<file path="config.mk">
export PLATFORM = sky130hd
export DESIGN_NAME = qco_center
export DESIGN_NICKNAME = d
export VERILOG_FILES = /design/src/sv/qco_pkg.sv /design/src/sv/qco_center.sv
export SDC_FILE = /design/constraint.sdc
export NUM_CORES = 1
export LEC_CHECK = 0
export BUFFER_PORTS_ARGS = -buffer_cell sky130_fd_sc_hd__buf_4
export CAP_MARGIN = 20
export CORE_MARGIN = 8
export CORE_UTILIZATION = 60
export CTS_BUF_LIST = sky130_fd_sc_hd__clkbuf_8
export DETAILED_ROUTE_END_ITERATION = 6
export PLACE_DENSITY = 0.87
export SYNTH_ARGS = -nofsm -noshare
export SYNTH_HDL_FRONTEND = slang
export SYNTH_SLANG_ARGS = --single-unit
</file>
<file path="constraint.sdc">
create_clock -name clk -period 23.3 [get_ports clk]
set_input_delay 3.495 -clock clk [delete_from_list [all_inputs] [get_ports clk]]
set_output_delay 3.495 -clock clk [all_outputs]
set_load 0.02 [all_outputs]
</file>
<file path="src/sv/qco_pkg.sv">
`default_nettype none
// ----------------------------------------------------------------------------
// qco_pkg: shared types and constants for the quad corner ordering block
// Holds the corner count, corner index type, half-plane codes and the table
// of corner pairs whose angles are compared.
// ----------------------------------------------------------------------------
package qco_pkg;

    localparam int NCORNERS = 4;
    localparam int NPAIRS   = 6;
    localparam int IDX_W    = 2;

    typedef logic [IDX_W-1:0] idx_t;

    // Half-plane of a direction; codes sort in angle order over (-pi, pi]
    typedef logic [1:0] half_t;
    localparam half_t HALF_LOWER = 2'd0;  // angle in (-pi, 0)
    localparam half_t HALF_UPPER = 2'd1;  // angle in [0, pi)
    localparam half_t HALF_PI    = 2'd2;  // straight left, angle pi

    // Unordered corner pairs (i < j)
    localparam idx_t PAIR_I [NPAIRS] = '{2'd0, 2'd0, 2'd0, 2'd1, 2'd1, 2'd2};
    localparam idx_t PAIR_J [NPAIRS] = '{2'd1, 2'd2, 2'd3, 2'd2, 2'd3, 2'd3};

endpackage
`default_nettype wire

</file>
<file path="src/sv/qco_center.sv">
`default_nettype none
// ----------------------------------------------------------------------------
// qco_center: centroid-relative corner vectors
// Registers v = 4*p - (sum of corners) for each corner; a corner on the
// centroid is moved to direction +x.
// ----------------------------------------------------------------------------
module qco_center #(
    parameter int COORD_WIDTH = 16,
    parameter int VW          = COORD_WIDTH + 3
) (
    input  logic                          clk,
    input  logic                          en,
    input  logic signed [COORD_WIDTH-1:0] px [qco_pkg::NCORNERS],
    input  logic signed [COORD_WIDTH-1:0] py [qco_pkg::NCORNERS],
    output logic signed [VW-1:0]          vx_reg [qco_pkg::NCORNERS],
    output logic signed [VW-1:0]          vy_reg [qco_pkg::NCORNERS]
);

    logic signed [VW-1:0] sx;
    logic signed [VW-1:0] sy;
    logic signed [VW-1:0] vx_next [qco_pkg::NCORNERS];
    logic signed [VW-1:0] vy_next [qco_pkg::NCORNERS];

    always_comb
    begin
        sx = '0;
        sy = '0;
        for (int k = 0; k < qco_pkg::NCORNERS; k++)
        begin
            sx = sx + VW'(px[k]);
            sy = sy + VW'(py[k]);
        end
        for (int k = 0; k < qco_pkg::NCORNERS; k++)
        begin
            vx_next[k] = (VW'(px[k]) <<< 2) - sx;
            vy_next[k] = (VW'(py[k]) <<< 2) - sy;
            // corner on the centroid counts as angle zero
            if (vx_next[k] == '0 && vy_next[k] == '0)
            begin
                vx_next[k] = VW'(1);
            end
        end
    end

    always_ff @(posedge clk)
    begin
        if (en)
        begin
            vx_reg <= vx_next;
            vy_reg <= vy_next;
        end
    end

endmodule
`default_nettype wire

</file>
==> impl_metrics.ini <==
[logic_synthesis]
ys_ff_latch = 146
synth_top_cell_area_share_pct = 28.4
synth_edf_count = 146
synth_fp_nets = 1965
syn_avg_cell_area_um2 = 9.30
netlist_area_um2 = 15400
yosysSeqAreaShare_pct = 28.4
ys_top_cells_by_area = edfxtp_1 28%, ha_1 9.0%, fa_1 8.6%, xnor2_1 7.0%, inv_1 4.7%
syn_inst = 1658
synth_warnings = 0
ys_types = 92
postSynth.topFlopCell = edfxtp_1
yosys.area.top_type = edfxtp_1
async_reset_ff_share_pct = 0

[critical_path]
slowest_delay_ns = 0.56
endpoint = vx_reg[39]
critPathKind = input pin to flip-flop
cp-start-kind = input pin
crit_path_start = px[1]
crit_cells = 31
end_kind = flip-flop
crit_arrival_ns = 11.48
crit_top_cell = or4_1
worst-path-buf-inv = 4
worstPathRequired_ns = 23.51
cpMaxStageDelayCell = fa_1
cp_top_family = simple AND/OR/NAND/NOR gates
critPathMaxFanout = 7

[cts]
cts_made_buffers = 17
path_clk_slew_ns = 0.12
root_buffer = clkbuf_8
holdBufCountCts = 0
cts.path.max_buffers = 2
h-tree-depth = 4
clock-sinks = 146
cts_setup_buffers = 0
cts_resized = 0
cts_tree = yes

[routing]
firstDrtPassIters = 6
via_per_inst = 6.41
drc = 0
vias = 14500
routed_wirelength_um = 53000
wl_per_cell_um = 23.5
ant_nets = 0
drt_iter0_drc = 1518

[sta]
hold_viol_final = 0
slew_violations = 0
period_minus_slack_ns = 11.28
worst_pin_slew_ns = 1.07
setup_tns_ns = 0
rsz0062_at_grt = false
slew-limit-headroom_pct = 28.6
hold_slack_ns = 3.49
setup_violations = 0
fin_crit_sh_pct = 48.4
max_freq_ghz = 0.0887

[run_status]
status = completed

[cells_and_area]
final_common_cell = buf_4
area_delta_synth_final_pct = 18.0
largest_register_ffs = 76
drive_gt1_share_pct = 18.3
fillerInstances = 1948
final_nets = 2224
antenna_cells = 0
final_cell_mix = 288 x buf_4, 193 x inv_1, 146 x edfxtp_1, 126 x nor2_1, 124 x xnor2_1

[grt]
grt_pass1_vias = 14300
grt_max_degree = 86
grt_remaining_overflow = 0
grt_pass1_wl_um = 81500
antenna_found_initial = 0
grt.total_usage_pct = 33.5

[die]
fp.dieW_um = 176
coreArea_um2 = 25200
io_pins = 282
core.rowCount = 58
dieArea_um2 = 31100
floorplan.initialDensity_pct = 61.2
die_h_um = 176

[place]
gp_congestion = 0.993
post-dp-hpwl_um = 44300
portBuffers = 281

[job]
drv_cap = 0

[hold_path]
hold_class = input pin to flip-flop
[cell usage after synthesis (10+ instances only)]
library cell  count
ha_1            111
clkbuf_1         31
nor3_1           36
a21oi_1          93
edfxtp_1        146
inv_1           192
a21o_1           28
a211oi_1         31
nand2b_1         18
and3_1           11
nand3_1          41
o21a_1           17
and2_1           16
o21bai_1         10
a2111oi_0        19
xor2_1           51
xnor2_1         124
o21ai_0          64
maj3_1           31
a31oi_1          16
or3_1            24
a211o_1          13
or4_1            11
fa_1             66
o211ai_1         20
o2111ai_1        15
nand2_1          81
nor4_1           10
nor2_1          126
or2_2            12
[layer usage]
| metal | GRT usage [%] | share of wire, % | up-vias |
|---|---|---|---|
| met1 | 41.3 | 38 | 6877 |
| met2 | 55.1 | 47 | 851 |
| met3 | 7.28 | 9.6 | 173 |
| met4 | 16.5 | 5.2 | 0 |
| li1 | - | - | 6586 |
| met5 | 0 | 0 | - |
[worst min path at each step]
stage,startpoint,to,slack [ns],cells past startpoint
after floorplan,en,vx_reg[0],3.61,0
after global placement,vy_reg[51],vy_reg[51],3.92,1
after detailed placement,vx_reg[29],vx_reg[29],3.93,1
after CTS,py[48],vy_reg[57],3.47,2
after global routing,py[48],vy_reg[57],3.47,2
final,en,vy_reg[33],3.49,1
[layout make-up]
type,count,area (um2),area share (%)
multi-input combinational,1269,10100,55.3
clock inverter,15,198,1.09
clock buffer,17,234,1.29
inverter,192,721,3.96
sequential,146,4380,24.1
tap,330,413,2.27
timing repair buffer,291,2180,12.0
[kinds of logic (layout without fill, tap and decap cells)]
| logic type | Yosys count | count (layout) | share of synthesized area, % |
|---|---|---|---|
| compound gates | 429 | 429 | 19.6 |
| buf+inv | 243 | 515 | 6.34 |
| mux | 7 | 7 | 0.462 |
| simple gates | 442 | 442 | 14.6 |
| xor+xnor | 181 | 181 | 10.8 |
| fa+ha+maj | 210 | 210 | 19.7 |
| flops | 146 | 146 | 28.4 |
[through the flow]
stage	area (um2)	utilization (%)	worst slack [ns]	instances
global placement	17700	70.5	11.76	2225
global route	18200	72.3	11.43	2260
detailed placement	17800	70.5	11.73	2226
CTS	18200	72.2	12.15	2258
finish	18200	72.3	12.02	2260
floorplan	15400	-	12.81	1658
Power is left out: the tool's default activity adds up to more than one toggle a clock period on the data nets, which glitch-free logic cannot reach.
