**config.mk**
```make
export PLATFORM = sky130hd
export DESIGN_NAME = qco_rank
export DESIGN_NICKNAME = d
export VERILOG_FILES = /design/src/sv/qco_pkg.sv /design/src/sv/qco_rank.sv
export SDC_FILE = /design/constraint.sdc
export NUM_CORES = 1
export LEC_CHECK = 0
export BUFFER_PORTS_ARGS = -buffer_cell sky130_fd_sc_hd__buf_2
export CAP_MARGIN = 40
export CORE_AREA = 2 2 185 187
export DETAILED_ROUTE_END_ITERATION = 16
export DIE_AREA = 0 0 187 189
export SLEW_MARGIN = 20
export SYNTH_ARGS = -nofsm -noshare
export SYNTH_HDL_FRONTEND = slang
export SYNTH_SLANG_ARGS = --single-unit
export TNS_END_PERCENT = 50
```
**constraint.sdc**
```tcl
create_clock -name clk -period 4.29 [get_ports clk]
set_clock_uncertainty 0.15 [all_clocks]
set_input_delay 0.858 -clock clk [delete_from_list [all_inputs] [get_ports clk]]
set_output_delay 0.858 -clock clk [all_outputs]
set_load 0.01 [all_outputs]
```
**src/sv/qco_pkg.sv**
```systemverilog
`default_nettype none
// ----------------------------------------------------------------------------
// qco_pkg: shared types and constants for the quad corner ordering block
// Holds the corner count, corner index type, half-plane codes and the table
// of corner pairs whose angles are compared.
// ----------------------------------------------------------------------------
package qco_pkg;

    localparam int NCORNERS = 4;
    localparam int NPAIRS   = 6;
    localparam int IDX_W    = 2;

    typedef logic [IDX_W-1:0] idx_t;

    // Half-plane of a direction; codes sort in angle order over (-pi, pi]
    typedef logic [1:0] half_t;
    localparam half_t HALF_LOWER = 2'd0;  // angle in (-pi, 0)
    localparam half_t HALF_UPPER = 2'd1;  // angle in [0, pi)
    localparam half_t HALF_PI    = 2'd2;  // straight left, angle pi

    // Unordered corner pairs (i < j)
    localparam idx_t PAIR_I [NPAIRS] = '{2'd0, 2'd0, 2'd0, 2'd1, 2'd1, 2'd2};
    localparam idx_t PAIR_J [NPAIRS] = '{2'd1, 2'd2, 2'd3, 2'd2, 2'd3, 2'd3};

endpackage
`default_nettype wire

```
**src/sv/qco_rank.sv**
```systemverilog
`default_nettype none
// ----------------------------------------------------------------------------
// qco_rank: stable angle ranking
// Builds the "comes before" relation from half-plane codes and cross
// products, and registers each corner's place in angle order. Equal angles
// keep input order.
// ----------------------------------------------------------------------------
module qco_rank #(
    parameter int VW = 19
) (
    input  logic                   clk,
    input  logic                   en,
    input  logic signed [2*VW-1:0] prod_a [qco_pkg::NPAIRS],
    input  logic signed [2*VW-1:0] prod_b [qco_pkg::NPAIRS],
    input  qco_pkg::half_t         half [qco_pkg::NCORNERS],
    output qco_pkg::idx_t          rank_reg [qco_pkg::NCORNERS]
);

    logic [qco_pkg::NCORNERS-1:0][qco_pkg::NCORNERS-1:0] ahead;
    logic [qco_pkg::IDX_W:0] rank_cnt [qco_pkg::NCORNERS];
    qco_pkg::idx_t           rank_next [qco_pkg::NCORNERS];

    always_comb
    begin
        qco_pkg::idx_t i;
        qco_pkg::idx_t j;
        ahead = '0;
        for (int p = 0; p < qco_pkg::NPAIRS; p++)
        begin
            i = qco_pkg::PAIR_I[p];
            j = qco_pkg::PAIR_J[p];
            if (half[i] != half[j])
            begin
                ahead[i][j] = (half[i] < half[j]);
                ahead[j][i] = (half[j] < half[i]);
            end
            else
            begin
                ahead[i][j] = (prod_a[p] > prod_b[p]);
                ahead[j][i] = (prod_a[p] < prod_b[p]);
            end
        end
        for (int a = 0; a < qco_pkg::NCORNERS; a++)
        begin
            rank_cnt[a] = '0;
            for (int b = 0; b < qco_pkg::NCORNERS; b++)
            begin
                // count corners strictly ahead, plus earlier inputs at equal angle
                if (b != a && (ahead[b][a] || (b < a && !ahead[a][b])))
                begin
                    rank_cnt[a] = rank_cnt[a] + 1'b1;
                end
            end
            rank_next[a] = rank_cnt[a][qco_pkg::IDX_W-1:0];
        end
    end

    always_ff @(posedge clk)
    begin
        if (en)
        begin
            rank_reg <= rank_next;
        end
    end

endmodule
`default_nettype wire

```
==> impl_metrics.yaml <==
sta:
  finalCriticalPeriod_ns: 3.80
  finalHoldViolations: 0
  min_period_over_period_pct: 88.5
  final-max-slew-violation-count: 0
  fmax_ghz: 0.263
  setup_viol: 0
  maxSlewHeadroom_pct: 58.9
  tns_ns: 0
  rsz0062_at_grt: "false"
  tightest_slew_ns: 0.610
  hold_ws_ns: 0.840
synth:
  yosys_warnings: 0
  synth-seq-cells: 8
  synth_cells: 878
  synth_edf_count: 8
  synth-seq-area-share_pct: 3.66
  ys_types: 50
  synth_area_um2: 6570
  synth_top_area_share_pct: 46.1
  synth-async-reset-ratio_pct: 0
  synth_ff_type: "edfxtp_1"
  synth.largest_area_cell: "ha_1"
  synth_area_leaders: "ha_1, inv_1, a21o_1, a21oi_1, edfxtp_1"
  synth_area_per_cell_um2: 7.48
  syn_nets: 1586
placed_design:
  placed_cells: 1805
  gp_congestion: 0.968
  hpwl_um: 24400
  placed_cell_area_um2: 9540
  numPortBuffers: 473
floorplan:
  die_h_um: 189
  dieArea_um2: 35300
  row_count: 67
  fp.dieW_um: 187
  core_um2: 33300
  io_pins: 474
  initial_utilization_pct: 19.7
detailed_routing:
  routed-via-count: 7639
  drc: 0
  antenna_left: 0
  drt_pass1_iterations: 4
  via_per_inst: 4.22
  post_drt_wl_per_cell_um: 14.0
  routed_wirelength_um: 25400
  drtIter0Drc: 140
critical_path:
  crit_path_start_kind: "input port"
  crit_required_ns: 4.10
  worstSetupStartpoint: "prod_a[187]"
  cp-end-kind: "flip-flop"
  arrival_ns: 3.61
  crit_type: "input port to flip-flop"
  endpoint: "rank_reg[7]"
  crit_fanout: 4
clocking:
  post_cts_buffers: 0
  cts_htree_levels: 1
  clockRootBuffer: "clkbuf_16"
  clockBufferDepth: 2
  cts_sinks: 8
  cts_tree: "yes"
  numCtsBuffers: 3
  cts_hold_buffers: 0
  cts_resized: 0
  clkSlewWorstSetupHoldPaths_ns: 0.04
global_routing:
  grt_max_degree: 9
  grt.total_usage_pct: 13.7
  antenna_found_initial: 5
  grt_pass1_wl_um: 38600
  grt_pass1_vias: 7818
  gr-total-overflow: 0
finish:
  final_nets: 2070
  area_delta_synth_final_pct: 46.6
  layout-drive-gt1-share_pct: 36.6
  final_cell_count_no_fill: 1811
  stdcell_area_um2: 9630
  largest_register_ffs: 8
hold_path:
  hp-class: "input port to flip-flop"
status:
  status: "complete, no violations"
power:
  p_leak_nw: 6.25
  irDropWorstVdd_uv: 108
  power_density_nw_per_um2: 120
job:
  maxCapViolCount: 0
==> synth_stat cells, types with 5 or more instances <==
library cell	instances
nor3_1	13
nand2_1	47
nor2_1	29
o211ai_1	6
nand4_1	35
inv_1	241
nand2b_1	11
a21o_1	66
nand3_1	9
ha_1	242
edfxtp_1	8
a21oi_1	69
mux2i_1	6
o21ai_0	27
a211oi_1	5
==> critical path, stage by stage <==
cell	delay (ns)
buf_2	0.12
ha_1	0.30
a21o_1	0.18
a21o_1	0.17
a21oi_1	0.13
o21ai_0	0.17
mux2i_1	0.16
a311oi_1	0.33
buf_4	0.20
nand2_1	0.06
ha_1	0.21
nand2_1	0.08
nor3_1	0.05
a41oi_1	0.16
or4b_1	0.43
==> cell type report <==
type,instances,area [µm²]
Antenna cell,3,7.51
Fill cell,3681,23700
Timing Repair Buffer,480,2420
Inverter,241,905
Clock buffer,3,75.1
Sequential cell,8,240
Multi-Input combinational cell,628,5420
Tap cell,448,561
==> worst min path at each step <==
stage,startpoint,slack (ns),depth (start not counted),endpoint
finish,en,0.84,1,rank_reg[4]
CTS,en,0.84,1,rank_reg[2]
global route,en,0.85,1,rank_reg[5]
detailed placement,en,1.08,1,rank_reg[2]
global placement,en,1.07,1,rank_reg[4]
floorplan,en,0.82,0,rank_reg[0]
==> layout by cell type, fill, tap and decap left out, types with 4 or more instances in the layout <==
master     synthesis  final
o211ai_1           6      6
a21o_1            66     66
mux2i_1            6      6
edfxtp_1           8      8
a31oi_1            4      4
buf_2              0    473
nand2_1           47     47
a2111oi_0          4      4
nand2b_1          11     11
nand3_1            9      9
inv_1            241    241
a211o_1            4      4
nor4_1             4      4
nand4_1           35     35
a21oi_1           69     69
o21ai_0           27     27
nor2_1            29     29
buf_4              0      7
ha_1             242    242
nor3_1            13     13
a211oi_1           5      5
==> cells by family (layout without fill, tap and decap cells) <==
kind of cell / Yosys count / count (layout) / share of synthesized area [%]
other cells: 0 / 3 / 0
xor+xnor: 4 / 4 / 0.534
flops: 8 / 8 / 3.66
buf+inv: 242 / 724 / 13.8
mux: 9 / 9 / 1.43
simple gates: 163 / 163 / 12.8
compound gates: 210 / 210 / 21.6
fa+ha+maj: 242 / 242 / 46.1
==> per-stage QoR <==
| step | worst slack, ns | utilization [%] | power (mW) |
|---|---|---|---|
| 6_report | 0.491 | 28.9 | 1.16 |
| 2_1_floorplan | 0.525 | - | 0.609 |
| 3_5_place_dp | 0.249 | 28.7 | 1.02 |
| 5_1_grt | 0.267 | 28.9 | 1.31 |
| 4_1_cts | 0.481 | 28.9 | 1.18 |
| 3_3_place_gp | 0.296 | 28.7 | 1.00 |
==> layer usage <==
metal	track usage, %	up-vias	share of wire (%)
met1	15.5	3312	41
met3	2.84	20	6.5
li1	-	4028	-
met4	1.80	6	0.73
met5	0	-	0.16
met2	26.9	273	52
==> where the power goes <==
part	total [mW]	switching (mW)	internal [mW]
Sequential	0.121	0.00550	0.115
Clock	0.155	0.0350	0.120
Combinational	0.884	0.437	0.447
Total	1.16	0.477	0.682
Power figures use the tool's default switching activity.
